### src/rtl/core/quaternion_arithmetic_unit_assert.svh
// ----------------------------------------------------------------------------
// Quaternion arithmetic unit assertion macros
// Concurrent assertion wrappers used by the unit's top-level RTL file.
// ----------------------------------------------------------------------------
`ifndef QUATERNION_ARITHMETIC_UNIT_ASSERT_SVH
`define QUATERNION_ARITHMETIC_UNIT_ASSERT_SVH

`ifndef ASSERT_OFF
// Same-cycle implication, checked outside reset.
`define QAU_ASSERT(lbl, clk, rstn, prop, msg) \
	lbl: assert property (@(posedge clk) disable iff (!rstn) prop) else $error(msg);
// Next-cycle implication, checked outside reset.
`define QAU_ASSERT_NEXT(lbl, clk, rstn, ante, cons, msg) \
	lbl: assert property (@(posedge clk) disable iff (!rstn) ante |=> cons) else $error(msg);
`else
`define QAU_ASSERT(lbl, clk, rstn, prop, msg)
`define QAU_ASSERT_NEXT(lbl, clk, rstn, ante, cons, msg)
`endif

`endif

### src/rtl/core/qau_pkg.sv
// ----------------------------------------------------------------------------
// Quaternion arithmetic unit package
// Widths, mode codes, normalizer state, lane term, pass control and normalizer result types.
// ----------------------------------------------------------------------------
package qau_pkg;

	localparam int WIDTH     = 16;
	localparam int FRAC_BITS = 12;
	localparam int OPW       = WIDTH + 1;       // lane operand width
	localparam int PW        = 2 * OPW;         // lane product width
	localparam int SW        = PW + 2;          // sum of four products
	localparam int IN_W      = 9 * WIDTH;
	localparam int OUT_W     = 4 * WIDTH;
	localparam int SQW       = 2 * WIDTH + 2;   // sum of squares, even
	localparam int NR        = SQW / 2;         // root digits
	localparam int RW        = WIDTH + 3;       // root remainder
	localparam int DW        = 2 * WIDTH + 2;   // divider datapath
	localparam int QB        = FRAC_BITS + 2;   // quotient bits
	localparam int CNT_W     = $clog2(NR + 1);

	localparam logic signed [OPW-1:0] ONE = OPW'(1) << FRAC_BITS;
	localparam logic signed [SW-1:0] SUM_MAX = (SW'(1) << (WIDTH - 1)) - SW'(1);
	localparam logic signed [SW-1:0] SUM_MIN = -SUM_MAX - SW'(1);

	typedef enum logic [2:0] {
		MODE_MUL   = 3'd0,
		MODE_ADD   = 3'd1,
		MODE_SCALE = 3'd2,
		MODE_CONJ  = 3'd3,
		MODE_NORM  = 3'd4,
		MODE_MAT   = 3'd5
	} mode_t;

	typedef enum logic [2:0] {
		NS_IDLE,
		NS_SQR,
		NS_ROOT,
		NS_DIV,
		NS_DONE
	} norm_state_t;

	typedef struct packed {
		logic signed [OPW-1:0] x;
		logic signed [OPW-1:0] y;
		logic                  neg;
	} term_t;

	typedef term_t [3:0] lane_terms_t;

	typedef struct packed {
		logic       valid;
		logic [1:0] row;
		logic       last;
		logic       zero_norm;
	} pass_ctrl_t;

	typedef struct packed {
		logic                      done;
		logic                      zero;
		logic [3:0][OPW-1:0]       res;
	} norm_res_t;

	function automatic term_t mk_term(input logic signed [OPW-1:0] x,
	                                  input logic signed [OPW-1:0] y,
	                                  input logic neg);
		term_t t;
		t.x   = x;
		t.y   = y;
		t.neg = neg;
		return t;
	endfunction

	function automatic logic signed [OPW-1:0] ext(input logic signed [WIDTH-1:0] v);
		return OPW'(v);
	endfunction

endpackage

### src/rtl/core/qau_lane.sv
// ----------------------------------------------------------------------------
// Quaternion arithmetic unit lane
// Four signed products, registered, then summed, rounded and clamped.
// ----------------------------------------------------------------------------
module qau_lane (
	input  logic                             clk,
	input  logic                             en,
	input  qau_pkg::lane_terms_t             terms,
	output logic signed [qau_pkg::WIDTH-1:0] value,
	output logic                             sat
);
	import qau_pkg::*;

	logic signed [PW-1:0] prod_s2 [4];
	logic signed [SW-1:0] sum;
	logic signed [SW-1:0] rnd;

	always_ff @(posedge clk) begin
		if (en) begin
			for (int i = 0; i < 4; i++) begin
				prod_s2[i] <= terms[i].neg ? -(terms[i].x * terms[i].y)
				                           : (terms[i].x * terms[i].y);
			end
		end
	end

	// Round half up to the output grid, then clamp.
	always_comb begin
		sum = SW'(prod_s2[0]) + SW'(prod_s2[1]) + SW'(prod_s2[2]) + SW'(prod_s2[3]);
		rnd = (sum + (SW'(1) << (FRAC_BITS - 1))) >>> FRAC_BITS;
		sat = 1'b0;
		if (rnd > SUM_MAX) begin
			value = SUM_MAX[WIDTH-1:0];
			sat   = 1'b1;
		end else if (rnd < SUM_MIN) begin
			value = SUM_MIN[WIDTH-1:0];
			sat   = 1'b1;
		end else begin
			value = rnd[WIDTH-1:0];
		end
	end

endmodule

### config.mk
export PLATFORM = sky130hd
export DESIGN_NAME = qau_lane
export DESIGN_NICKNAME = d
export VERILOG_FILES = /design/src/rtl/core/quaternion_arithmetic_unit_assert.svh /design/src/rtl/core/qau_pkg.sv /design/src/rtl/core/qau_lane.sv
export SDC_FILE = /design/constraint.sdc
export NUM_CORES = 2
export LEC_CHECK = 0
export ABC_AREA = 1
export BUFFER_PORTS_ARGS = -buffer_cell sky130_fd_sc_hd__buf_2
export CORE_MARGIN = 5
export CORE_UTILIZATION = 30
export DETAILED_ROUTE_END_ITERATION = 7
export GPL_ROUTABILITY_DRIVEN = 0
export HOLD_SLACK_MARGIN = 0.1
export PLACE_DENSITY = 0.46
export SYNTH_ARGS = -nofsm -noshare
export SYNTH_HDL_FRONTEND = slang
export SYNTH_SLANG_ARGS = --single-unit
### constraint.sdc
create_clock -name clk -period 21.8 [get_ports clk]
set_input_delay 4.36 -clock clk [delete_from_list [all_inputs] [get_ports clk]]
set_output_delay 4.36 -clock clk [all_outputs]
set_load 0.1 [all_outputs]
; ---- After elaboration in Yosys (flattened, before gate mapping)
; Memories as Yosys holds them, arrays and structs flattened.
; Cells that the tools add are included.
[totals]
ram_bits = 136
latch_bits = 0
mem_bits_ro = 0
output_inout_bits = 17
in_bits = 142
register_bits = 0
memories = 1
[mem_list]
columns = memory, words, width, read_ports, rd_ports_with_merged_regs, wr, line
row1 = prod_s2, 4, 34, 4, 0, 4, qau_lane.sv:14  ; logic signed [PW-1:0] prod_s2 [4];
[op_classes]
n_eq_ne = 0
n_shift = 0
order_cmp = 2
addsub = 8
mul = 4
n_reduce_logical = 0
div = 0
bitwise = 0
mux = 10
[op_table]
columns = op, count
row1 = 17-bit by 17-bit multiplier with 34-bit output, 4
row2 = 34-bit 2-to-1 mux, 4
row3 = 34-bit negator, 4
row4 = 35-bit by 34-bit adder with 36-bit output, 1
row5 = 36-bit by 13-bit adder with 36-bit output (second input constant), 1
row6 = 36-bit by 34-bit adder with 36-bit output, 1
row7 = 34-bit by 34-bit adder with 35-bit output, 1
row8 = 16-bit 2-to-1 mux, 2
row9 = 24-bit by 16-bit greater-than comparator with 1-bit output (second input constant), 1
row10 = 24-bit by 16-bit less-than comparator with 1-bit output (second input constant), 1
row11 = 1-bit 2-to-1 mux, 4

; ---- Longest topological paths before layout
[logic_depth]
ltp_word = 7
mapped_depth = 36
ltp_nobuf = 34

; ---- Least setup slack after synthesis
; No wires, ideal clock.
[synth_path]
path_type = input -> register
startpoint = input terms[104] in the netlist's numbering
endpoint = memory prod_s2[2][30] in the netlist's numbering (data pin)
required_ns = 21.547
cell_stages = 30
path_buffers = 2
slack_ns = 11.598
arrival_time_ns = 9.949
path_cell_list = clkbuf_1 > clkbuf_1 > nand2_1 > inv_1 > fa_1 > inv_1 > fa_1 > inv_1 > fa_1 > fa_1 > fa_1 > inv_1 > fa_1 > inv_1 > ha_1 > nand2_1 > nor2_1 > nand2_1 > nor2_1 > nand2_1 > nand3_1 > nand2_1 > nand2_1 > inv_1 > nor2_1 > nand2_1 > nor2_1 > nand3_1 > nand3b_1 > nand2_1
[synth_lines]
columns = item, line
row1 = start: declaration, qau_lane.sv:8  ; input qau_pkg::lane_terms_t terms,
row2 = end: declaration, qau_lane.sv:14

==> tab_implementation.tex <==
\begin{tabular}{lr}
\hline
Metric & Value \\
\hline
\multicolumn{2}{l}{\textbf{Timing}} \\
\quad Highest achievable clock rate & 93.09 MHz \\
\quad Unrepaired setup endpoints after global routing & no \\
\quad Final min period & approximately 11000 ps \\
\quad Number of max-slew violations in the final report & 0 \\
\quad Setup TNS & 0 ps \\
\quad Number of endpoints failing setup at the final stage & 0 \\
\quad Slew at the pin with the worst max-slew slack & about 940 ps \\
\quad Post-route fraction of the period consumed by the critical path & 49.28\% \\
\quad Worst slew margin relative to its limit & 37.53\% \\
\quad Hold Fails Final Rpt & 0 \\
\multicolumn{2}{l}{\textbf{Floorplan}} \\
\quad Die footprint & 210400 µm² \\
\quad \# IOs & 159 \\
\quad Starting Density & 30.18\% \\
\quad Floorplan die height & between 400 and 500 µm \\
\quad Width of the die & around 460 µm \\
\quad Number of cell rows & 164 \\
\quad Core region area & around 200000 µm² \\
\multicolumn{2}{l}{\textbf{Synthesis}} \\
\quad Average size of a mapped cell & 7.490 µm² \\
\quad Number of enable flip-flop cells after synthesis & 136 \\
\quad Share of synthesized registers carrying an async set or reset & 0\% \\
\quad Sequential fraction of the synthesis area & under 10\% \\
\quad Biggest area contributors in the synthesized netlist & fa\_1 (42\%), nand2\_1 (15\%), inv\_1 (14\%) \\
\quad Synthesis-stage register bit count & about 140 \\
\quad Count of unique library cells instantiated by Yosys & 54 \\
\quad Synthesized netlist net count & 9866 \\
\quad Total standard cell area after synthesis & 60390 µm² \\
\quad Dominant cell type by area after synthesis & fa\_1 \\
\quad Number of instances in the synthesized netlist & 8063 \\
\quad Most instantiated library cell after synthesis & nand2\_1 \\
\quad Most common flop cell mapped by yosys & edfxtp\_1 \\
\quad Portion of synthesized cell area occupied by the leading cell type & 41.51\% \\
\quad Number of warnings printed during yosys synthesis & 0 \\
\quad Commonest cells in the synthesized netlist & nand2\_1 (2374), inv\_1 (2310), fa\_1 (1252), ha\_1 (409), nor2\_1 (341) \\
\multicolumn{2}{l}{\textbf{Global routing}} \\
\quad Number of global-route vias before repair & 50740 \\
\quad Tot GR Track Use & between 10\% and 20\% \\
\quad Global route total overflow & 0 \\
\quad Global-route wire length before repair & 276.1 mm \\
\quad Number of antenna violations at the first check in global routing & 6 \\
\quad Pin count of the biggest net entering global routing & 74 \\
\multicolumn{2}{l}{\textbf{Clock network}} \\
\quad Inserted Clock Buffers & 17 \\
\quad Hold buffer count at CTS & 0 \\
\quad CTS tree & done \\
\quad Clock sink count & 136 \\
\quad Number of levels the H-tree was split into & 4 \\
\quad Count of buffers added by post-CTS timing repair for setup & 0 \\
\quad Largest buffer count on any clock path & 2 \\
\quad Clock slew seen by the registers of the worst setup and hold paths & 70 ps \\
\quad Master cell of the clock root buffer & clkbuf\_16 \\
\quad Gates resized, CTS repair & 0 \\
\multicolumn{2}{l}{\textbf{Final layout}} \\
\quad Net count of the finished layout & 9760 \\
\quad Proportion of layout cells with a drive suffix above 1 & under 10\% \\
\quad Largest register FFs & 136 \\
\quad Register bank with the most flops & prod\_s2 \\
\quad Cell area after layout & 64040 µm² \\
\quad Layout overhead on the synthesized area & 6.050\% \\
\quad Largest registers & prod\_s2: 136 flops \\
\multicolumn{2}{l}{\textbf{Outcome}} \\
\quad Status & completed \\
\multicolumn{2}{l}{\textbf{Routing}} \\
\quad Met2 routed wirelength & 83.15 mm \\
\quad Per-cell via count in the routed design & around 4.4 \\
\quad Drt wl/cell & 15.67 µm \\
\quad Met1 routed wirelength after detailed routing & 76.25 mm \\
\quad Starting DRT DRC Count & 2438 \\
\quad Number of remaining DRC errors & 0 \\
\quad Post-detailed-route count of antenna-violating nets & 0 \\
\quad Top layer used by detailed routing & met4 \\
\quad Number of vias in the routed layout & about 47000 \\
\quad Met3 routed wirelength & 4.741 mm \\
\quad Detailed-routing iteration count for the pre-antenna-repair pass & 5 \\
\quad Detailed-route wire length & roughly 170 mm \\
\multicolumn{2}{l}{\textbf{Setup path}} \\
\quad Source of the critical timing path & terms[73] \\
\quad Required arrival time at the worst endpoint & 21980 ps \\
\quad Critical path startpoint category & primary input \\
\quad Max incr delay on CP & approximately 780 ps \\
\quad Slowest CP cell & fa\_1 \\
\quad Worst EP arrival & 10920 ps \\
\quad Largest driver fanout on the critical path & 17 \\
\quad Worst setup path class & primary input to register \\
\quad Critical path capture point type & register \\
\quad Cell type with the highest occurrence count on the critical path & nand2\_1 \\
\multicolumn{2}{l}{\textbf{Placed design}} \\
\quad Dpl cell area & about 63000 µm² \\
\quad HPWL after detailed placement & 146.6 mm \\
\quad Number of port buffers & 158 \\
\multicolumn{2}{l}{\textbf{Hold path}} \\
\quad Worst min path class & primary input to register \\
\quad HP Start & en \\
\multicolumn{2}{l}{\textbf{Run}} \\
\quad Max capacitance violation total & 0 \\
\hline
\end{tabular}
-- cell families after synthesis --
kind of cell	count (synthesis)	share of synthesized area, %
and+or+nand+nor	3269	22.36
xor gates and xnor gates	179	2.758
buffers and inverters	2614	16.28
DFF	136	6.763
AOI/OAI and AO/OA	204	1.863
adders and majority gates	1661	49.98
-- placed cells by master (no fill, tap or decap), types with 17 or more instances in the layout --
| cell | count |
|---|---|
| a21oi_1 | 112 |
| nand2_1 | 2374 |
| nor2_1 | 341 |
| nor3_1 | 45 |
| ha_1 | 409 |
| inv_1 | 2310 |
| buf_2 | 157 |
| nand3_1 | 209 |
| nand2_2 | 51 |
| xnor2_1 | 60 |
| clkbuf_16 | 17 |
| o21ai_0 | 49 |
| fa_1 | 1252 |
| edfxtp_1 | 136 |
| nor2_2 | 60 |
| xor2_1 | 109 |
| or2_2 | 23 |
| nand4_1 | 110 |
-- path summary, 6_finish.rpt --
kind	to	slack (ps)	cells past startpoint
setup / recovery	prod_s2[2][32]	11060	29
hold / removal	prod_s2[3][28]	4410	1
-- metrics by stage --
stage	utilization, %	cells	hold slack [ps]	setup slack, ps
after floorplan	-	8063	4473	11600
after global placement	31.71	10590	4886	10550
after detailed placement	31.71	10590	4883	10560
after CTS	32.01	10630	4415	11010
after global routing	32.01	10630	4436	10500
final	32.01	10630	4412	11060
-- area by class of cell --
class | instances | area (µm²)
fillers | 21800 | 136000
multi-input cells | 5313 | 46470
inverters | 2330 | 8746
flip-flops and latches | 136 | 4084
well taps | 2656 | 3323
repair buffers | 159 | 804.5
clock buffers | 18 | 429.2
clock inverters | 14 | 172.7
diodes | 3 | 7.507
-- critical path, delay by kind of cell --
family                   cells  cell delay (ps)
adder cells (fa/ha/maj)      7             3690
AND/OR/NAND/NOR             16             1980
buffers and inverters        6              880
-- metal layers --
| metal | vias to the layer above | GRT usage [%] |
|---|---|---|
| li1 | 22760 | - |
| met1 | 23520 | 22.18 |
| met2 | 734 | 29.16 |
| met3 | 109 | 0.6842 |
| met4 | 0 | 2.590 |
| met5 | - | 0 |
Power is left out: the tool's default activity adds up to more than one toggle a clock period on the data nets, which glitch-free logic cannot reach.
