**config.mk**
```make
export PLATFORM = sky130hd
export DESIGN_NAME = qau_norm
export DESIGN_NICKNAME = d
export VERILOG_FILES = /design/src/rtl/core/quaternion_arithmetic_unit_assert.svh /design/src/rtl/core/qau_pkg.sv /design/src/rtl/core/qau_norm.sv
export SDC_FILE = /design/constraint.sdc
export NUM_CORES = 2
export LEC_CHECK = 0
export ABC_AREA = 1
export BUFFER_PORTS_ARGS = -buffer_cell sky130_fd_sc_hd__buf_2
export CELL_PAD_IN_SITES_DETAIL_PLACEMENT = 0
export CELL_PAD_IN_SITES_GLOBAL_PLACEMENT = 2
export CORE_MARGIN = 2
export CORE_UTILIZATION = 36
export DETAILED_ROUTE_END_ITERATION = 6
export GPL_ROUTABILITY_DRIVEN = 0
export GPL_TIMING_DRIVEN = 1
export PLACE_DENSITY = 0.82
export REMOVE_ABC_BUFFERS = 1
export SLEW_MARGIN = 20
export SYNTH_ARGS = -nofsm -noshare
export SYNTH_HDL_FRONTEND = slang
export SYNTH_SLANG_ARGS = --single-unit
```
**constraint.sdc**
```tcl
create_clock -name clk -period 7.5 [get_ports clk]
set_input_delay 0.375 -clock clk [delete_from_list [all_inputs] [get_ports clk]]
set_output_delay 0.375 -clock clk [all_outputs]
set_load 0.05 [all_outputs]
```
**src/rtl/core/quaternion_arithmetic_unit_assert.svh**
```systemverilog
// ----------------------------------------------------------------------------
// Quaternion arithmetic unit assertion macros
// Concurrent assertion wrappers used by the unit's top-level RTL file.
// ----------------------------------------------------------------------------
`ifndef QUATERNION_ARITHMETIC_UNIT_ASSERT_SVH
`define QUATERNION_ARITHMETIC_UNIT_ASSERT_SVH

`ifndef ASSERT_OFF
// Same-cycle implication, checked outside reset.
`define QAU_ASSERT(lbl, clk, rstn, prop, msg) \
	lbl: assert property (@(posedge clk) disable iff (!rstn) prop) else $error(msg);
// Next-cycle implication, checked outside reset.
`define QAU_ASSERT_NEXT(lbl, clk, rstn, ante, cons, msg) \
	lbl: assert property (@(posedge clk) disable iff (!rstn) ante |=> cons) else $error(msg);
`else
`define QAU_ASSERT(lbl, clk, rstn, prop, msg)
`define QAU_ASSERT_NEXT(lbl, clk, rstn, ante, cons, msg)
`endif

`endif

```
**src/rtl/core/qau_pkg.sv**
```systemverilog
// ----------------------------------------------------------------------------
// Quaternion arithmetic unit package
// Widths, mode codes, normalizer state, lane term, pass control and normalizer result types.
// ----------------------------------------------------------------------------
package qau_pkg;

	localparam int WIDTH     = 16;
	localparam int FRAC_BITS = 12;
	localparam int OPW       = WIDTH + 1;       // lane operand width
	localparam int PW        = 2 * OPW;         // lane product width
	localparam int SW        = PW + 2;          // sum of four products
	localparam int IN_W      = 9 * WIDTH;
	localparam int OUT_W     = 4 * WIDTH;
	localparam int SQW       = 2 * WIDTH + 2;   // sum of squares, even
	localparam int NR        = SQW / 2;         // root digits
	localparam int RW        = WIDTH + 3;       // root remainder
	localparam int DW        = 2 * WIDTH + 2;   // divider datapath
	localparam int QB        = FRAC_BITS + 2;   // quotient bits
	localparam int CNT_W     = $clog2(NR + 1);

	localparam logic signed [OPW-1:0] ONE = OPW'(1) << FRAC_BITS;
	localparam logic signed [SW-1:0] SUM_MAX = (SW'(1) << (WIDTH - 1)) - SW'(1);
	localparam logic signed [SW-1:0] SUM_MIN = -SUM_MAX - SW'(1);

	typedef enum logic [2:0] {
		MODE_MUL   = 3'd0,
		MODE_ADD   = 3'd1,
		MODE_SCALE = 3'd2,
		MODE_CONJ  = 3'd3,
		MODE_NORM  = 3'd4,
		MODE_MAT   = 3'd5
	} mode_t;

	typedef enum logic [2:0] {
		NS_IDLE,
		NS_SQR,
		NS_ROOT,
		NS_DIV,
		NS_DONE
	} norm_state_t;

	typedef struct packed {
		logic signed [OPW-1:0] x;
		logic signed [OPW-1:0] y;
		logic                  neg;
	} term_t;

	typedef term_t [3:0] lane_terms_t;

	typedef struct packed {
		logic       valid;
		logic [1:0] row;
		logic       last;
		logic       zero_norm;
	} pass_ctrl_t;

	typedef struct packed {
		logic                      done;
		logic                      zero;
		logic [3:0][OPW-1:0]       res;
	} norm_res_t;

	function automatic term_t mk_term(input logic signed [OPW-1:0] x,
	                                  input logic signed [OPW-1:0] y,
	                                  input logic neg);
		term_t t;
		t.x   = x;
		t.y   = y;
		t.neg = neg;
		return t;
	endfunction

	function automatic logic signed [OPW-1:0] ext(input logic signed [WIDTH-1:0] v);
		return OPW'(v);
	endfunction

endpackage

```
**src/rtl/core/qau_norm.sv**
```systemverilog
// ----------------------------------------------------------------------------
// Quaternion arithmetic unit normalizer
// Sum of squares, bit-serial square root, four parallel restoring dividers.
// ----------------------------------------------------------------------------
module qau_norm (
	input  logic                             clk,
	input  logic                             arst_n,
	input  logic                             start,
	input  logic                             ack,
	input  logic signed [qau_pkg::WIDTH-1:0] a [4],
	output qau_pkg::norm_res_t               nres
);
	import qau_pkg::*;

	norm_state_t state_q, state_d;
	logic [CNT_W-1:0] cnt_q;
	logic [WIDTH-1:0] m_q [4];
	logic             neg_q [4];
	logic [SQW-1:0]   s_q;
	logic [RW-1:0]    rem_q;
	logic [NR-1:0]    root_q;
	logic [DW-1:0]    r_q [4];
	logic [DW-1:0]    dsh_q;
	logic [QB-1:0]    quo_q [4];
	logic [RW+1:0]    remx;
	logic [RW+1:0]    trial;
	logic [SQW-1:0]   sqsum;

	always_comb begin
		remx  = {rem_q, s_q[SQW-1 -: 2]};
		trial = (RW+2)'({root_q, 2'b01});
		sqsum = '0;
		for (int i = 0; i < 4; i++) begin
			sqsum = sqsum + SQW'(m_q[i]) * SQW'(m_q[i]);
		end
	end

	always_comb begin
		state_d = state_q;
		unique case (state_q)
			NS_IDLE: if (start) state_d = NS_SQR;
			NS_SQR:  state_d = NS_ROOT;
			NS_ROOT: if (cnt_q == '0) state_d = NS_DIV;
			NS_DIV:  if (cnt_q == '0) state_d = NS_DONE;
			NS_DONE: if (ack) state_d = NS_IDLE;
			default: state_d = NS_IDLE;
		endcase
	end

	always_ff @(posedge clk or negedge arst_n) begin
		if (!arst_n) begin
			state_q <= NS_IDLE;
			cnt_q   <= '0;
		end else begin
			state_q <= state_d;
			if (state_q == NS_SQR) begin
				cnt_q <= CNT_W'(NR - 1);
			end else if (state_q == NS_ROOT && cnt_q == '0) begin
				cnt_q <= CNT_W'(QB - 1);
			end else if (cnt_q != '0) begin
				cnt_q <= cnt_q - 1'b1;
			end
		end
	end

	always_ff @(posedge clk) begin
		unique case (state_q)
			NS_IDLE: begin
				for (int i = 0; i < 4; i++) begin
					m_q[i]   <= a[i][WIDTH-1] ? WIDTH'(-a[i]) : WIDTH'(a[i]);
					neg_q[i] <= a[i][WIDTH-1];
					quo_q[i] <= '0;
				end
				rem_q  <= '0;
				root_q <= '0;
			end
			NS_SQR: s_q <= sqsum;
			NS_ROOT: begin
				s_q <= s_q << 2;
				if (remx >= trial) begin
					rem_q  <= RW'(remx - trial);
					root_q <= {root_q[NR-2:0], 1'b1};
				end else begin
					rem_q  <= RW'(remx);
					root_q <= {root_q[NR-2:0], 1'b0};
				end
				if (cnt_q == '0) begin
					dsh_q <= DW'({root_q[NR-2:0], (remx >= trial)}) << QB;
					for (int i = 0; i < 4; i++) begin
						r_q[i] <= (DW'(m_q[i]) << (FRAC_BITS + 1))
						          + DW'({root_q[NR-2:0], (remx >= trial)});
					end
				end
			end
			NS_DIV: begin
				dsh_q <= dsh_q >> 1;
				for (int i = 0; i < 4; i++) begin
					if (r_q[i] >= dsh_q) begin
						r_q[i]   <= r_q[i] - dsh_q;
						quo_q[i] <= {quo_q[i][QB-2:0], 1'b1};
					end else begin
						quo_q[i] <= {quo_q[i][QB-2:0], 1'b0};
					end
				end
			end
			NS_DONE: ;
			default: ;
		endcase
	end

	// A zero quaternion leaves a zero root; the dividers then run against a
	// zero divisor, so the result is forced to zero.
	always_comb begin
		nres.done = (state_q == NS_DONE);
		nres.zero = (root_q == '0);
		for (int i = 0; i < 4; i++) begin
			if (nres.zero) begin
				nres.res[i] = '0;
			end else begin
				nres.res[i] = neg_q[i] ? -OPW'(quo_q[i]) : OPW'(quo_q[i]);
			end
		end
	end

endmodule

```
* Word-level counts from Yosys, hierarchy flattened
Memory sizes are Yosys's and may differ from the RTL's.
Cells that the tools add are included.
** Cells by class
- Add/sub/neg operators :: 21
- Multipliers :: 4
- Magnitude comparators :: 5
- Eq/ne operators :: 8
- Muxes and demuxes :: 68
- Bitwise gates (word level) :: 12
- Reductions and logical operators :: 11
** Operator list (number)
- $mux W34 :: 5
- $ge A34 B34 Y1 :: 4
- $mux W17 :: 8
- $pmux W34 S2 :: 2
- $sub A34 B34 Y34 :: 4
- $mul A16 B16 Y32 :: 4
- $add A29 B17 Y30 :: 4
- $mux W14 :: 8
- $neg A14 Y17 :: 4
- $mux W16 :: 4
- $neg A16 Y16 :: 4
- $pmux W19 S2 :: 1
- $add A33 B32 Y34 :: 1
- $add A34 B32 Y34 :: 1
- $pmux W17 S2 :: 1
- $add A32 B32 Y33 :: 1
- $mux W1 :: 30
- $ge A21 B19 Y1 :: 1
- $mux W19 :: 1
- $sub A19 B19 Y19 :: 1
- $logic_not A17 Y1 :: 1
- $mux W5 :: 3
- $pmux W3 S5 :: 1
- $mux W3 :: 4
- other kinds (14) :: 31
** Word-level totals
- Bits in registers :: 112
- Bits in writable memories :: 260
- Word-level logic and storage cells :: 139
- Memories kept :: 4
** Memory list
- r_q :: words 4, width 34, read ports 4, clocked after Yosys merged registers in 0, write ports 4, RTL line qau_norm.sv:22 : logic [DW-1:0] r_q [4];
- m_q :: words 4, width 16, read ports 4, clocked after Yosys merged registers in 0, write ports 4, RTL line qau_norm.sv:17 : logic [WIDTH-1:0] m_q [4];
- quo_q :: words 4, width 14, read ports 4, clocked after Yosys merged registers in 0, write ports 4, RTL line qau_norm.sv:24 : logic [QB-1:0] quo_q [4];
- neg_q :: words 4, width 1, read ports 4, clocked after Yosys merged registers in 0, write ports 4, RTL line qau_norm.sv:18 : logic neg_q [4];

* Depth between registers and ports, before layout
An unclocked memory read counts as a cell.
- Depth after elaboration :: 7
- Gate-level depth with buffers :: 34
- Depth with buffers taken out :: 32

* Worst setup path after synthesis
Ideal clock, no wire load.
- Path kind :: register to register
- Start point :: mem m_q[0][10]
- End point :: reg s_q[18], data pin
- Setup time :: 0.254 ns
- Arrival :: 7.351 ns
- Required time :: 7.246 ns
- Path slack :: -0.105 ns
- Stages on the path, launching flop included :: 29
- Clock period less this slack :: 7.605 ns
- Cell sequence :: edfxtp_1 -> clkbuf_1 -> clkbuf_1 -> nand2_1 -> fa_1 -> inv_1 -> fa_1 -> fa_1 -> inv_1 -> fa_1 -> fa_1 -> fa_1 -> inv_1 -> fa_1 -> fa_1 -> fa_1 -> inv_1 -> fa_1 -> inv_1 -> ha_1 -> nand2_1 -> nor2_1 -> inv_1 -> nor3_1 -> nand4_1 -> nand3_1 -> nand2_1 -> nand3_1 -> nand2_1
** RTL lines
- start, declared :: RTL line qau_norm.sv:17
- end signal, assigned :: RTL line qau_norm.sv:77 : NS_SQR: s_q <= sqsum;
- end signal, assigned :: RTL line qau_norm.sv:79 : s_q <= s_q << 2;
- end, declared :: RTL line qau_norm.sv:19 : logic [SQW-1:0] s_q;

==> impl_metrics.yaml <==
clock_tree:
  cts_max_level: 2
  cts_sinks: 369
  cts_inserted_buffers: 48
  cts_max_path_buffers: 3
  insertion_delay_ps: 650
  path_clk_slew_ps: 60
  cts_root_buffer: "clkbuf_16"
  cts_tree: "yes"
detailed_routing:
  firstDrtPassIters: 5
  drtIter0Drc: 3741
  viasPerCell: 4.700
  routedWlPerCell_um: 18.66
  drt_wl_total_um: 201400
  drc_errors: 0
  vias: 50720
  drtAntennaViolNets: 0
floorplan:
  die_w_um: 417.4
  num_rows: 151
  dieArea_um2: 174200
  coreArea_um2: 169700
  fp.dieH_um: 417.4
  initial_utilization_pct: 36.27
  ios: 138
global_route:
  grt-ovfl-total: 0
  grt.total_usage_pct: 23.33
  grt_max_degree: 77
  grt_pass1_wl_um: 308400
  antenna_found_initial: 8
  grt_pass1_vias: 52250
timing:
  clock_skew_ps: 23.18
  fin_crit_sh_pct: 102.1
  slew_viol_final: 0
  slew_headroom_pct: 22.79
  max_freq_ghz: 0.1306
  worst_slew_pin_slew_ps: 1158
  rsz0062_at_grt: "yes"
  hold_viol: 0
  worst_hold_slack_ps: 23.74
  finalSetupViolCount: 20
  fin_crit_ps: 7654
  finalWorstSetupSlack_ps: -154.1
layout:
  nNetsFinal: 9969
  drive_gt1_share_pct: 12.99
  syn_to_final_growth_pct: 15.55
  layoutNonFillerInstCount: 10790
worst_hold_path:
  min_path_type: "input pin to flop"
  hp-start: "a[48]"
placed_design:
  place.port_buffers: 137
  dpl.hpwl_um: 170400
  place_inst: 10640
  pre_cts_slack_ps: -410.5
outcome:
  status: "finished, violations left"
  violations: "negative setup slack"
worst_setup_path:
  crit_start: "m_q[2][5]$_DFFE_PP_"
  required_ps: 7890
  endpoint_kind: "flop"
  worstPathArrival_ps: 8040
  timing.rr.start: "m_q[2][5]$_DFFE_PP_"
  worstSetupPathType: "flop to flop"
  cp_max_fo: 7
  critPathLaunchType: "flop"
yosys:
  syn-mean-instance-area_um2: 7.619
  ys.warnings.count: 0
  yosysTopAreaCellShare_pct: 27.75
  synth-main-ff-cell: "edfxtp_1"
  syn_area_um2: 61530
  async_reset_ff_share_pct: 2.168
  synth_edf_count: 361
  synth.yosys.seq_area_share_pct: 17.94
  synthTopCellsByArea: "fa_1, edfxtp_1, inv_1"
  netlist_instances: 8076
  synth_cell_types: 51
  synth_seq_cells: 369
  yosysTopAreaCell: "fa_1"
flow_run:
  cap_viol_max_count: 0
## final timing paths
| path | depth (start not counted) | end | slack, ps |
|---|---|---|---|
| min in group asynchronous | 2 | state_q[0]$_DFFE_PN0P_ | 150 |
| max in group asynchronous | 2 | state_q[1]$_DFFE_PN0P_ | 7170 |
| worst min-delay path | 1 | m_q[0][0]$_DFFE_PP_ | 20 |
| worst max-delay path | 27 | s_q[29]$_DFFE_PP_ | -150 |
| worst max register to register | 27 | s_q[29]$_DFFE_PP_ | -150 |
| worst min register to register | 2 | cnt_q[4]$_DFFE_PN0P_ | 490 |
## metrics by stage
| step | cell area (µm²) | setup TNS (ps) | util [%] |
|---|---|---|---|
| 2_1_floorplan | 60560 | 0 | - |
| 3_3_place_gp | 67230 | -6116 | 39.63 |
| 3_5_place_dp | 67240 | -7072 | 39.63 |
| 4_1_cts | 69990 | -1822 | 41.25 |
| 5_1_grt | 71090 | -6501 | 41.90 |
| 6_report | 71100 | -1710 | 41.90 |
## worst max-delay path: stages (launching register included)
cell and delay, ps:
edfxtp_1 520, nand2_1 100, inv_1 60, fa_2 500, fa_1 590, inv_2 50, fa_1 520, inv_1 50
fa_1 490, fa_2 620, fa_1 470, fa_1 530, fa_1 430, fa_1 550, inv_1 80, fa_1 520
inv_2 50, ha_4 300, nand2_4 80, nor2_4 140, inv_2 60, buf_4 140, nor3_4 170, nand2_2 80
nand2_1 80, nand2_1 60, nand3_2 70, nand2_1 80
## synth_stat cells, drive strengths merged, types with 54 or more instances
library cell	count
clkbuf	137
inv	2197
nand4	77
o21ai	156
xor2	169
nor3	56
xnor2	54
nor2	574
edfxtp	361
nand2	2178
a21oi	206
fa	853
ha	515
buf	67
nand3	352
## logic make-up (layout without fill, tap and decap cells)
family	after synthesis	after routing	share of synthesized area [%]
AO/OA/AOI/OAI	405	405	3.479
XOR/XNOR	223	223	3.174
adder cells (fa/ha/maj)	1368	1368	38.23
buffers and inverters	2404	2899	14.99
flip-flops	369	369	17.94
multiplexers	1	1	0.01830
other	1	4	0.006095
AND/OR/NAND/NOR	3305	3305	22.16
## cell usage in the layout (no fill, tap or decap), types with 46 or more instances in the layout
master     instances
buf_4            407
buf_6             53
inv_2             53
ha_1             475
nand2_1         2064
inv_1           2140
nand3_1          337
nor2_1           504
clkbuf_16         50
o21ai_0          120
buf_2            138
xor2_1           166
a21oi_1          178
nor3_1            46
fa_2              52
nand2_2           89
edfxtp_1         361
nand4_1           77
fa_1             801
## final cells by class
type | instances | area, µm²
Clock inverter | 33 | 431.7
Sequential cell | 369 | 11040
Timing Repair Buffer | 611 | 4568
Tap cell | 2218 | 2775
Inverter | 2200 | 8268
Antenna cell | 3 | 7.507
Fill cell | 17450 | 98560
Multi-Input combinational cell | 5303 | 42730
Clock buffer | 55 | 1270
## registers in the layout, indices dropped and copies added, names as in the netlist
| register | count |
|---|---|
| dsh_q | 31 |
| state_q | 3 |
| neg_q | 4 |
| m_q | 64 |
| root_q | 17 |
| s_q | 34 |
| rem_q | 19 |
| r_q | 136 |
| cnt_q | 5 |
| quo_q | 56 |
## what timing repair did
action / 4_1_cts / 5_1_grt
resized for setup: 215 / 230
gates cloned: 0 / 2
hold buffers: 3 / 0
setup endpoints to repair: 27 / 27
pin swaps: 69 / 125
setup buffers: 27 / 34
endpoints found under the hold margin: 10 / 0
## routing by layer
| layer | GRT usage [%] | up-vias | routed length, µm |
|---|---|---|---|
| li1 | - | 24800 | - |
| met1 | 30.68 | 24660 | 86340 |
| met5 | 0 | - | 40 |
| met3 | 2.183 | 218 | 8624 |
| met4 | 6.449 | 6 | 6696 |
| met2 | 40.84 | 1040 | 99670 |
Power is left out: the tool's default activity adds up to more than one toggle a clock period on the data nets, which glitch-free logic cannot reach.
