[config.mk]
export PLATFORM = sky130hd
export DESIGN_NAME = qau_merge
export DESIGN_NICKNAME = d
export VERILOG_FILES = /design/src/rtl/core/quaternion_arithmetic_unit_assert.svh /design/src/rtl/core/qau_pkg.sv /design/src/rtl/core/qau_merge.sv
export SDC_FILE = /design/constraint.sdc
export NUM_CORES = 1
export LEC_CHECK = 0
export ABC_CLOCK_PERIOD_IN_PS = 7000
export BUFFER_PORTS_ARGS = -buffer_cell sky130_fd_sc_hd__buf_2
export CAP_MARGIN = 20
export CORE_AREA = 5 5 79 81
export CTS_BUF_LIST = sky130_fd_sc_hd__clkbuf_4 sky130_fd_sc_hd__clkbuf_8
export DETAILED_ROUTE_END_ITERATION = 8
export DIE_AREA = 0 0 84 86
export MAX_ROUTING_LAYER = met4
export PLACE_DENSITY = 0.87
export SYNTH_ARGS = -nofsm -noshare
export SYNTH_HDL_FRONTEND = slang
export SYNTH_SLANG_ARGS = --single-unit
[constraint.sdc]
create_clock -name clk -period 7 [get_ports clk]
set_input_delay 1.4 -clock clk [delete_from_list [all_inputs] [get_ports clk]]
set_output_delay 1.4 -clock clk [all_outputs]
set_load 0.005 [all_outputs]
[src/rtl/core/quaternion_arithmetic_unit_assert.svh]
// ----------------------------------------------------------------------------
// Quaternion arithmetic unit assertion macros
// Concurrent assertion wrappers used by the unit's top-level RTL file.
// ----------------------------------------------------------------------------
`ifndef QUATERNION_ARITHMETIC_UNIT_ASSERT_SVH
`define QUATERNION_ARITHMETIC_UNIT_ASSERT_SVH

`ifndef ASSERT_OFF
// Same-cycle implication, checked outside reset.
`define QAU_ASSERT(lbl, clk, rstn, prop, msg) \
	lbl: assert property (@(posedge clk) disable iff (!rstn) prop) else $error(msg);
// Next-cycle implication, checked outside reset.
`define QAU_ASSERT_NEXT(lbl, clk, rstn, ante, cons, msg) \
	lbl: assert property (@(posedge clk) disable iff (!rstn) ante |=> cons) else $error(msg);
`else
`define QAU_ASSERT(lbl, clk, rstn, prop, msg)
`define QAU_ASSERT_NEXT(lbl, clk, rstn, ante, cons, msg)
`endif

`endif

[src/rtl/core/qau_pkg.sv]
// ----------------------------------------------------------------------------
// Quaternion arithmetic unit package
// Widths, mode codes, normalizer state, lane term, pass control and normalizer result types.
// ----------------------------------------------------------------------------
package qau_pkg;

	localparam int WIDTH     = 16;
	localparam int FRAC_BITS = 12;
	localparam int OPW       = WIDTH + 1;       // lane operand width
	localparam int PW        = 2 * OPW;         // lane product width
	localparam int SW        = PW + 2;          // sum of four products
	localparam int IN_W      = 9 * WIDTH;
	localparam int OUT_W     = 4 * WIDTH;
	localparam int SQW       = 2 * WIDTH + 2;   // sum of squares, even
	localparam int NR        = SQW / 2;         // root digits
	localparam int RW        = WIDTH + 3;       // root remainder
	localparam int DW        = 2 * WIDTH + 2;   // divider datapath
	localparam int QB        = FRAC_BITS + 2;   // quotient bits
	localparam int CNT_W     = $clog2(NR + 1);

	localparam logic signed [OPW-1:0] ONE = OPW'(1) << FRAC_BITS;
	localparam logic signed [SW-1:0] SUM_MAX = (SW'(1) << (WIDTH - 1)) - SW'(1);
	localparam logic signed [SW-1:0] SUM_MIN = -SUM_MAX - SW'(1);

	typedef enum logic [2:0] {
		MODE_MUL   = 3'd0,
		MODE_ADD   = 3'd1,
		MODE_SCALE = 3'd2,
		MODE_CONJ  = 3'd3,
		MODE_NORM  = 3'd4,
		MODE_MAT   = 3'd5
	} mode_t;

	typedef enum logic [2:0] {
		NS_IDLE,
		NS_SQR,
		NS_ROOT,
		NS_DIV,
		NS_DONE
	} norm_state_t;

	typedef struct packed {
		logic signed [OPW-1:0] x;
		logic signed [OPW-1:0] y;
		logic                  neg;
	} term_t;

	typedef term_t [3:0] lane_terms_t;

	typedef struct packed {
		logic       valid;
		logic [1:0] row;
		logic       last;
		logic       zero_norm;
	} pass_ctrl_t;

	typedef struct packed {
		logic                      done;
		logic                      zero;
		logic [3:0][OPW-1:0]       res;
	} norm_res_t;

	function automatic term_t mk_term(input logic signed [OPW-1:0] x,
	                                  input logic signed [OPW-1:0] y,
	                                  input logic neg);
		term_t t;
		t.x   = x;
		t.y   = y;
		t.neg = neg;
		return t;
	endfunction

	function automatic logic signed [OPW-1:0] ext(input logic signed [WIDTH-1:0] v);
		return OPW'(v);
	endfunction

endpackage

[src/rtl/core/qau_merge.sv]
// ----------------------------------------------------------------------------
// Quaternion arithmetic unit merge stage
// Joins the lane results and flags into the registered output transfer.
// ----------------------------------------------------------------------------
module qau_merge (
	input  logic                             clk,
	input  logic                             arst_n,
	input  qau_pkg::pass_ctrl_t              ctrl_s2,
	input  logic signed [qau_pkg::WIDTH-1:0] lane_val [4],
	input  logic [3:0]                       lane_sat,
	output logic                             advance,
	output logic                             m_axis_tvalid,
	input  logic                             m_axis_tready,
	output logic [qau_pkg::OUT_W-1:0]        m_axis_tdata, // r_w, r_x, r_y, r_z
	output logic [3:0]                       m_axis_tuser, // row[1:0], saturated, zero_norm
	output logic                             m_axis_tlast
);
	import qau_pkg::*;

	logic                 valid_q;
	logic [OUT_W-1:0]     data_q;
	logic [3:0]           user_q;
	logic                 last_q;

	assign advance = !valid_q || m_axis_tready;

	always_ff @(posedge clk or negedge arst_n) begin
		if (!arst_n) begin
			valid_q <= 1'b0;
		end else if (advance) begin
			valid_q <= ctrl_s2.valid;
		end
	end

	always_ff @(posedge clk) begin
		if (advance) begin
			data_q <= {lane_val[3], lane_val[2], lane_val[1], lane_val[0]};
			user_q <= {ctrl_s2.zero_norm, |lane_sat, ctrl_s2.row};
			last_q <= ctrl_s2.last;
		end
	end

	assign m_axis_tvalid = valid_q;
	assign m_axis_tdata  = data_q;
	assign m_axis_tuser  = user_q;
	assign m_axis_tlast  = last_q;

endmodule

**Word level (Yosys, flattened, before mapping)**

Cells that the tools add are included.

- Bits in registers: 70
- Input bits: 76
- Output and inout port bits: 71
- Logic and storage cells: 7

- Reduce and logical (&&, ||, !) cells: 3

Operator list:

| kind | number |
|---|---|
| OR reduction 4 bit | 1 |
| logical NOT 1 bit | 1 |
| logical OR 1 bit | 1 |

**Depth between registers and ports, before layout**

Gate-level depths: netlist of run 1.

- Depth in word-level cells: 2
- Depth in mapped cells: 2
- Gate-level depth less buffers: 2

**Worst setup path before layout of run 1**

No wires, ideal clock.

- Kind: in2out
- From: input port m_axis_tready
- To: output port advance
- Arrival: 3.144 ns
- Required time: 5.600 ns
- Path slack: 2.456 ns
- Cell stages on the path: 1
- Cell sequence: nand2b_1

- Longest elaborated chain between the ends: 1

RTL lines:

| item | line | source |
|---|---|---|
| start, declared | qau_merge.sv:13 | `input logic m_axis_tready,` |
| logical OR 1 bit | qau_merge.sv:25 | `assign advance = !valid_q \|\| m_axis_tready;` |
| end, declared | qau_merge.sv:11 | `output logic advance,` |

No other way between the ends.

**Final worst setup path of run 1**

Ends and elaborated chain as after synthesis.

==> out/results.tsv, run 1 <==
stage	metric	value	unit
pwr	P_leak	1.38	nW
grt	global route total overflow	0	
routing	vias	1272	
place	dpl ws	3.16	ns
routing	drt pass-1 iters	4	
clock_network	CTS tree	done	
grt	Total Routing Usage GR	13.9	%
layout	Finished Layout Cells	309	
worst_setup_path	Crit path arrival time	2.41	ns
sta	Final Skew	0.00735	ns
yosys	Synth Area per Inst	29.0	um2
clock_network	clk slew on worst S/H paths	0.07	ns
layout	area grow syn2layout	48.0	%
yosys	Post-Syn Area	2120	um2
routing	Antenna Nets Post-Route	0	
sta	Final min period	3.81	ns
die	full die area	7220	um2
layout	multi-input logic area	27.5	um2
yosys	Synth Flop Type	edfxtp_1	
die	Top Ports	147	
place	gpl congestion	0.749	
worst_setup_path	crit-path max FO	71	
yosys	async set-reset flop share out of synthesis	1.43	%
layout	Fill cells	458	
layout	Post-layout nets	306	
min_path	HP Class	in2async	
sta	Worst-Margin Slew	0.870	ns
worst_setup_path	Crit-path slowest cell	nand2b_4	
worst_setup_path	crit-path cells	buf_2 -> nand2b_4 -> buf_2	
worst_setup_path	Largest stage delay, worst path	0.69	ns
pwr	worst vdd ir	0.143	mV
layout	layout cell share with drive strength beyond 1	68.5	%
clock_network	setup bufs post-CTS	0	
place	Cells after DPL	291	
yosys	Post-synth EDFFs	69	
clock_network	H-tree levels	3	
routing	drt first-iter violations	65	
die	Die Wd	84	um
worst_setup_path	CP startpoint	m_axis_tready	
yosys	Seq/Total Area, Yosys	99.1	%
sta	fin crit share	54.5	%
worst_setup_path	crit path launch type	input port	
routing	final wirelength	4630	um
clock_network	CTS buffer count	9	
status	outcome	complete, no violations	
clock_network	Clock Path Buffers	2	
pwr	power per cell area	275	nW/um2
sta	setup_tns	0	ns
yosys	dominant cell type by area after synthesis	edfxtp_1	
sta	setup ws final	3.19	ns
worst_setup_path	Setup CP Type	in2out	
pwr	Total Power	0.000861	W
routing	Post-route DRC	0	
clock_network	cts hold-fix bufs	0	
yosys	top-area cell type share of the netlist area	97.9	%
layout	fin util	58.0	%
die	die span in y	86	um
grt	first-pass GRT wire length	7170	um
routing	Routed wire per std cell	15.0	um
die	Starting Density	39.2	%
sta	unrepaired setup endpoints after global routing	no	
worst_setup_path	Critical Path Sink Type	output port	
sta	max-slew violations	0	
yosys	top post-synthesis cells by area	edfxtp_1, dfrtp_1, nand2b_1	
sta	Final Hold Viols	0	
yosys	number of distinct library cells after synthesis	4	
die	Row Count	27	
yosys	Post-synth top cells	edfxtp_1, nand2b_1, dfrtp_1, or4_1	
die	core area	5410	um2
place	Port Buffers	146	
clock_network	CTS resizes	0	
layout	Register Area	2100	um2
yosys	count leader, synth	edfxtp_1	
worst_setup_path	WP data required	5.60	ns
grt	antenna violations before repair	2	
yosys	Yosys reg bits	70	
worst_setup_path	most frequent CP cell	buf_2	
grt	pin count of the biggest net entering global routing	72	
yosys	syn_nets	149	
clock_network	Root Driver	clkbuf_8	
sta	relative slew slack	42.0	%
sta	Setup-failing EPs final	0	
flow_run	max-cap viol count	0	
yosys	Post-Syn Instances	73	
yosys	yosys warns	0	
worst_setup_path	RR Startpoint	m_axis_tvalid	
routing	Vias/cell	4.12	
clock_network	later-pin clock latency in the skew report	0.32	ns
clock_network	CTS Sinks	70	
grt	vias in the first global route	1425	
sta	fmax	0.262	GHz
[cell type report]
class,count,share of cell area (%)
Sequential cell,70,66.9
Clock buffer,10,4.19
Tap cell,72,2.87
Timing Repair Buffer,146,23.3
Multi-Input combinational cell,3,0.878
Antenna cell,2,0.160
Clock inverter,6,1.68
[flip-flops by register name, summed over array words and instances, names as in the netlist]
name,count
m_axis_tlast,1
m_axis_tdata,64
m_axis_tvalid,1
m_axis_tuser,4
[cell families after synthesis]
family           Yosys count  synth area share (%)
flip-flops                70                  99.1
AND/OR/NAND/NOR            3                 0.946
[worst paths after layout]
check	to	slack (ns)	depth (start not counted)
max	advance	3.19	3
min	m_axis_tvalid	0.84	1
max reg2reg	m_axis_tdata[8]	5.53	1
min reg2reg	m_axis_tvalid	1.12	2
max in group asynchronous	m_axis_tvalid	6.07	1
min in group clk	m_axis_tvalid	1.12	2
[through the flow]
step	area [um2]	hold WS [ns]
after floorplan	2120	1.10
after global placement	2950	1.09
after detailed placement	2950	1.14
after global routing	3130	0.810
after CTS	3130	0.819
final	3130	0.843
[routing by layer]
| metal | track usage, % | part of all wire, % | vias up |
|---|---|---|---|
| li1 | - | - | 613 |
| met1 | 15.7 | 39 | 563 |
| met2 | 20.0 | 47 | 91 |
| met3 | 7.11 | 13 | 5 |
| met4 | 7.46 | 0.91 | 0 |
| met5 | - | 0 | - |
[layout by cell type (no fill, tap or decap)]
cell and instances:
edfxtp_1 69, nand2b_1 1, buf_2 146, clkinv_2 3
clkinv_1 2, nand2b_4 1, dfrtp_1 1, diode_2 2
clkbuf_4 1, or4_1 1, bufinv_16 1, clkbuf_8 9
[power by group]
part,switching (W),internal (W),total (W)
Clock,0.000131,0.000164,0.000295
Combinational,0.0000311,0.0000330,0.0000641
Sequential,0.00000635,0.000495,0.000502
Total,0.000168,0.000693,0.000861
[worst max-delay path, delay by kind of cell]
family        cells  cell delay (ns)
buf+inv           2             0.32
simple gates      1             0.69
No activity file was read; power rests on OpenSTA's default activity.
==> inputs of run 2 (changes only) <==
ABC_CLOCK_PERIOD_IN_PS = 3800   (was 7000)
clock period = 3.8 ns   (was 7 ns; I/O delays follow)
==> run 2 against run 1 <==
Critical path depth unchanged; global-route usage about the same; non-clock buffer count up 1; highest routed layer unchanged; power up 77%; combinational power up 87%; die area unchanged; critical endpoint unchanged.
==> out/results.tsv, run 2 (synthesized netlist as in run 1, its figures left out) <==
stage	metric	value	unit
status	outcome	complete, no violations	
worst_setup_path	crit path launch type	input port	
sta	Final min period	1.87	ns
sta	Final Skew	0.00673	ns
layout	commonest non-fill, non-tap cell in the layout	buf_2	
routing	vias	1282	
sta	relative slew slack	45.4	%
clock_network	setup bufs post-CTS	0	
clock_network	Root Driver	clkbuf_8	
pwr	switching power	0.000307	W
worst_setup_path	crit-path cells	buf_2 -> nand2b_4 -> buf_2	
pwr	combinational share of power	7.9	%
sta	hold_ws	0.216	ns
die	Die Wd	84	um
layout	most frequent cells in the layout	buf_2, edfxtp_1, clkbuf_8	
sta	fmax	0.535	GHz
sta	Final Hold Viols	0	
routing	final wirelength	4690	um
die	core area	5410	um2
clock_network	clk slew on worst S/H paths	0.06	ns
grt	global route total overflow	0	
die	die span in y	86	um
worst_setup_path	WP data required	3.04	ns
sta	Worst-Margin Slew	0.819	ns
pwr	Internal	0.00122	W
grt	first-pass GRT wire length	7240	um
clock_network	CTS Sinks	70	
min_path	HP Class	in2async	
clock_network	later-pin clock latency in the skew report	0.32	ns
pwr	Net Sw Frac	20.1	%
routing	Routed wire per std cell	15.1	um
clock_network	CTS resizes	0	
worst_setup_path	crit-path max FO	2	
worst_setup_path	Setup CP Type	in2out	
layout	max reg flops	64	
die	Row Count	27	
grt	Total Routing Usage GR	13.9	%
worst_setup_path	most frequent CP cell	buf_2	
grt	vias in the first global route	1433	
flow_run	max-cap viol count	0	
pwr	worst vdd ir	0.283	mV
pwr	power per cell area	489	nW/um2
sta	Setup-failing EPs final	0	
clock_network	H-tree levels	3	
place	Port Buffers	146	
layout	Post-layout nets	307	
routing	Post-route DRC	0	
clock_network	cts hold-fix bufs	0	
pwr	P_leak	1.38	nW
clock_network	CTS tree	done	
die	Top Ports	147	
routing	Vias/cell	4.14	
layout	area grow syn2layout	47.5	%
clock_network	CTS buffer count	9	
grt	antenna violations before repair	2	
place	gpl congestion	0.750	
die	Starting Density	39.2	%
die	full die area	7220	um2
pwr	sequential share of power	60.6	%
routing	drt pass-1 iters	4	
worst_setup_path	Crit-path slowest cell	buf_2	
worst_setup_path	Crit path arrival time	1.11	ns
sta	max-slew violations	0	
sta	setup_tns	0	ns
grt	pin count of the biggest net entering global routing	71	
worst_setup_path	Critical Path Sink Type	output port	
clock_network	Clock Path Buffers	2	
routing	drt first-iter violations	62	
pwr	clock share of power	31.6	%
sta	fin crit share	49.2	%
sta	unrepaired setup endpoints after global routing	no	
worst_setup_path	Largest stage delay, worst path	0.13	ns
routing	Antenna Nets Post-Route	0	
layout	layout cell share with drive strength beyond 1	69.1	%
==> run 2: changes by cell type in the layout (fill, tap and decap cells not counted) <==
cell	before	now
buf_4	0	1
clkinvlp_4	0	1
clkbuf_4	1	2
bufinv_16	1	0
clkinv_1	2	1
==> run 2: path summary, 6_finish.rpt <==
| path | from | end | cells after the start | slack [ns] |
|---|---|---|---|---|
| hold / removal | arst_n | m_axis_tvalid | 1 | 0.22 |
| hold reg to reg | m_axis_tvalid | m_axis_tvalid | 3 | 1.02 |
| setup / recovery | m_axis_tready | advance | 3 | 1.93 |
| setup reg to reg | m_axis_tvalid | m_axis_tdata[27] | 2 | 2.26 |
| max in group asynchronous | arst_n | m_axis_tvalid | 1 | 3.49 |
| min in group clk | lane_val[0] | m_axis_tdata[48] | 1 | 0.61 |
==> run 2: cell type report <==
class / count / area (um2)
clock buffer: 11 / 139
clock inverter: 5 / 26.3
timing repair buffer: 147 / 738
tap: 72 / 90.1
fill: 454 / 2280
sequential: 70 / 2100
multi-input combinational: 3 / 27.5
antenna: 2 / 5.00
==> run 2: worst max-delay path: cells and delay by family <==
family	cells	cell delay, ns
buf+inv	2	0.23
simple gates	1	0.12
==> run 2: metrics by stage <==
| step | setup slack, ns | area (um2) | util, % | power (W) | instances |
|---|---|---|---|---|---|
| floorplan | 0.536 | 2120 | - | 0.000968 | 73 |
| global placement | 1.83 | 2950 | 54.6 | 0.00106 | 292 |
| detailed placement | 1.80 | 2950 | 54.6 | 0.00107 | 292 |
| CTS | 1.93 | 3120 | 57.7 | 0.00155 | 308 |
| global route | 1.91 | 3120 | 57.8 | 0.00161 | 310 |
| finish | 1.93 | 3120 | 57.8 | 0.00153 | 310 |
==> run 2: power by group through the flow <==
stage	clock [W]	combinational (W)	sequential, W
2_1_floorplan	0	0.0000146	0.000953
3_3_place_gp	0	0.000120	0.000940
3_5_place_dp	0	0.000123	0.000942
4_1_cts	0.000504	0.000123	0.000926
5_1_grt	0.000552	0.000132	0.000930
6_report	0.000482	0.000120	0.000925
==> run 2: per-layer routing <==
| metal | part of all wire (%) | vias up | routed length (um) | track usage [%] |
|---|---|---|---|---|
| met5 | 0 | - | 0 | - |
| met1 | 40 | 574 | 1880 | 16.4 |
| met3 | 12 | 6 | 554 | 6.44 |
| met4 | 0.98 | 0 | 46 | 6.14 |
| met2 | 47 | 88 | 2210 | 20.5 |
| li1 | - | 614 | - | - |
==> inputs of run 3 (changes only) <==
ABC_CLOCK_PERIOD_IN_PS = 1800   (was 3800)
clock period = 1.8 ns   (was 3.8 ns; I/O delays follow)
==> run 3 against run 2 <==
Setup slack got worse by 1.4 ns; final cell count rose by 1.6%; sequential share of layout area fell by 0.80 points; global-route usage rose by 0.14 points; die area did not move; utilization rose by 0.69 points; routed wire length rose by 1.6%.
==> out/results.tsv, run 3 (synthesized netlist as in run 1, its figures left out) <==
stage	metric	value	unit
grt	Total Routing Usage GR	14.0	%
routing	Post-route DRC	0	
layout	layout cell share with drive strength beyond 1	68.5	%
layout	max reg flops	64	
sta	Worst-Margin Slew	0.394	ns
worst_setup_path	crit path launch type	flip-flop	
clock_network	CTS resizes	0	
pwr	power per cell area	1020	nW/um2
die	core area	5410	um2
pwr	Internal	0.00255	W
place	placed cell areas	2970	um2
grt	antenna violations before repair	5	
die	Top Ports	147	
sta	Final Hold Viols	0	
sta	relative slew slack	73.7	%
clock_network	H-tree levels	3	
sta	setup ws final	0.494	ns
worst_setup_path	FF-to-FF path depth	2	
place	Cells after DPL	293	
sta	max-slew violations	0	
grt	vias in the first global route	1468	
clock_network	CTS tree	done	
clock_network	CTS buffer count	9	
layout	Finished Layout Cells	315	
pwr	combinational share of power	8.0	%
grt	first-pass GRT wire length	7220	um
die	Die Wd	84	um
layout	Post-layout nets	309	
pwr	clock share of power	31.6	%
routing	final wirelength	4770	um
routing	Antenna Nets Post-Route	0	
layout	post-route cell area	3160	um2
place	Port Buffers	146	
clock_network	Clock Path Buffers	2	
layout	commonest non-fill, non-tap cell in the layout	buf_2	
layout	most frequent cells in the layout	buf_2, edfxtp_1, clkbuf_8	
min_path	HP Class	in2reg	
pwr	worst vdd ir	0.582	mV
worst_setup_path	WP data required	1.44	ns
pwr	P_leak	1.39	nW
sta	Final Skew	0.00464	ns
routing	Routed wire per std cell	15.1	um
sta	setup_tns	0	ns
place	gpl congestion	0.762	
pwr	sequential share of power	60.4	%
clock_network	later-pin clock latency in the skew report	0.32	ns
routing	drt first-iter violations	92	
worst_setup_path	crit-path max FO	3	
sta	Setup-failing EPs final	0	
worst_setup_path	Crit path arrival time	0.95	ns
die	Starting Density	39.2	%
clock_network	clk slew on worst S/H paths	0.07	ns
sta	Final min period	1.31	ns
die	full die area	7220	um2
pwr	switching power	0.000684	W
routing	vias	1320	
sta	fmax	0.766	GHz
min_path	hold path depth	1	
routing	drt pass-1 iters	5	
clock_network	CTS Sinks	70	
die	die span in y	86	um
routing	Vias/cell	4.19	
worst_setup_path	Setup CP Type	reg2out	
sta	fin crit share	72.6	%
place	dpl ws	0.501	ns
grt	pin count of the biggest net entering global routing	39	
grt	global route total overflow	0	
layout	area grow syn2layout	49.3	%
die	Row Count	27	
sta	unrepaired setup endpoints after global routing	no	
clock_network	Root Driver	clkbuf_8	
layout	Fill cells	433	
status	outcome	complete, no violations	
flow_run	max-cap viol count	0	
worst_setup_path	Critical Path Sink Type	output port	
layout	multi-input logic area	27.5	um2
layout	Register Area	2100	um2
pwr	Net Sw Frac	21.2	%
==> run 3: metrics by stage <==
stage                     util, %  hold WS [ns]  total power, W
after floorplan                 -        0.0644         0.00204
after global placement       55.0         0.136         0.00224
after detailed placement     55.0         0.137         0.00225
after CTS                    58.2         0.178         0.00329
after global routing         58.5         0.166         0.00340
final                        58.5         0.202         0.00323
==> run 3: power groups by stage <==
stage / combinational (W) / sequential, W / clock (W)
2_1_floorplan: 0.0000313 / 0.00201 / 0
3_3_place_gp: 0.000254 / 0.00198 / 0
3_5_place_dp: 0.000263 / 0.00199 / 0
4_1_cts: 0.000265 / 0.00195 / 0.00107
5_1_grt: 0.000285 / 0.00196 / 0.00116
6_report: 0.000258 / 0.00195 / 0.00102
==> run 3: repair_timing <==
item	CTS	global route
setup buffers	0	0
endpoints found under the hold margin	1	0
hold buffers	1	0
==> run 3: worst max-delay path: stages (launching register included) <==
cell	delay, ns
dfrtp_1	0.41
nand2b_4	0.10
buf_2	0.12
==> run 3: area by class of cell <==
| class | count | area share [%] |
|---|---|---|
| multi-input combinational | 3 | 0.871 |
| antenna | 5 | 0.396 |
| sequential | 70 | 66.3 |
| clock buffer | 9 | 3.92 |
| clock inverter | 7 | 1.31 |
| timing repair buffer | 149 | 24.3 |
| tap | 72 | 2.85 |
==> run 3: final timing paths <==
kind                                    start          endpoint  slack, ns
worst max-delay path            m_axis_tvalid           advance       0.49
worst min-delay path             lane_val[34]  m_axis_tdata[18]       0.20
worst max register to register  m_axis_tvalid  m_axis_tdata[53]       0.58
worst min register to register  m_axis_tvalid      m_axis_tlast       0.83
max in group asynchronous              arst_n     m_axis_tvalid       1.38
min in group asynchronous              arst_n     m_axis_tvalid       0.34
==> run 3: layer usage <==
metal / track usage (%) / up-vias / share of wire, %
li1: - / 624 / -
met2: 21.6 / 92 / 49
met1: 13.9 / 597 / 35
met4: 6.14 / 0 / 1.3
met5: - / - / 0
met3: 9.41 / 7 / 14
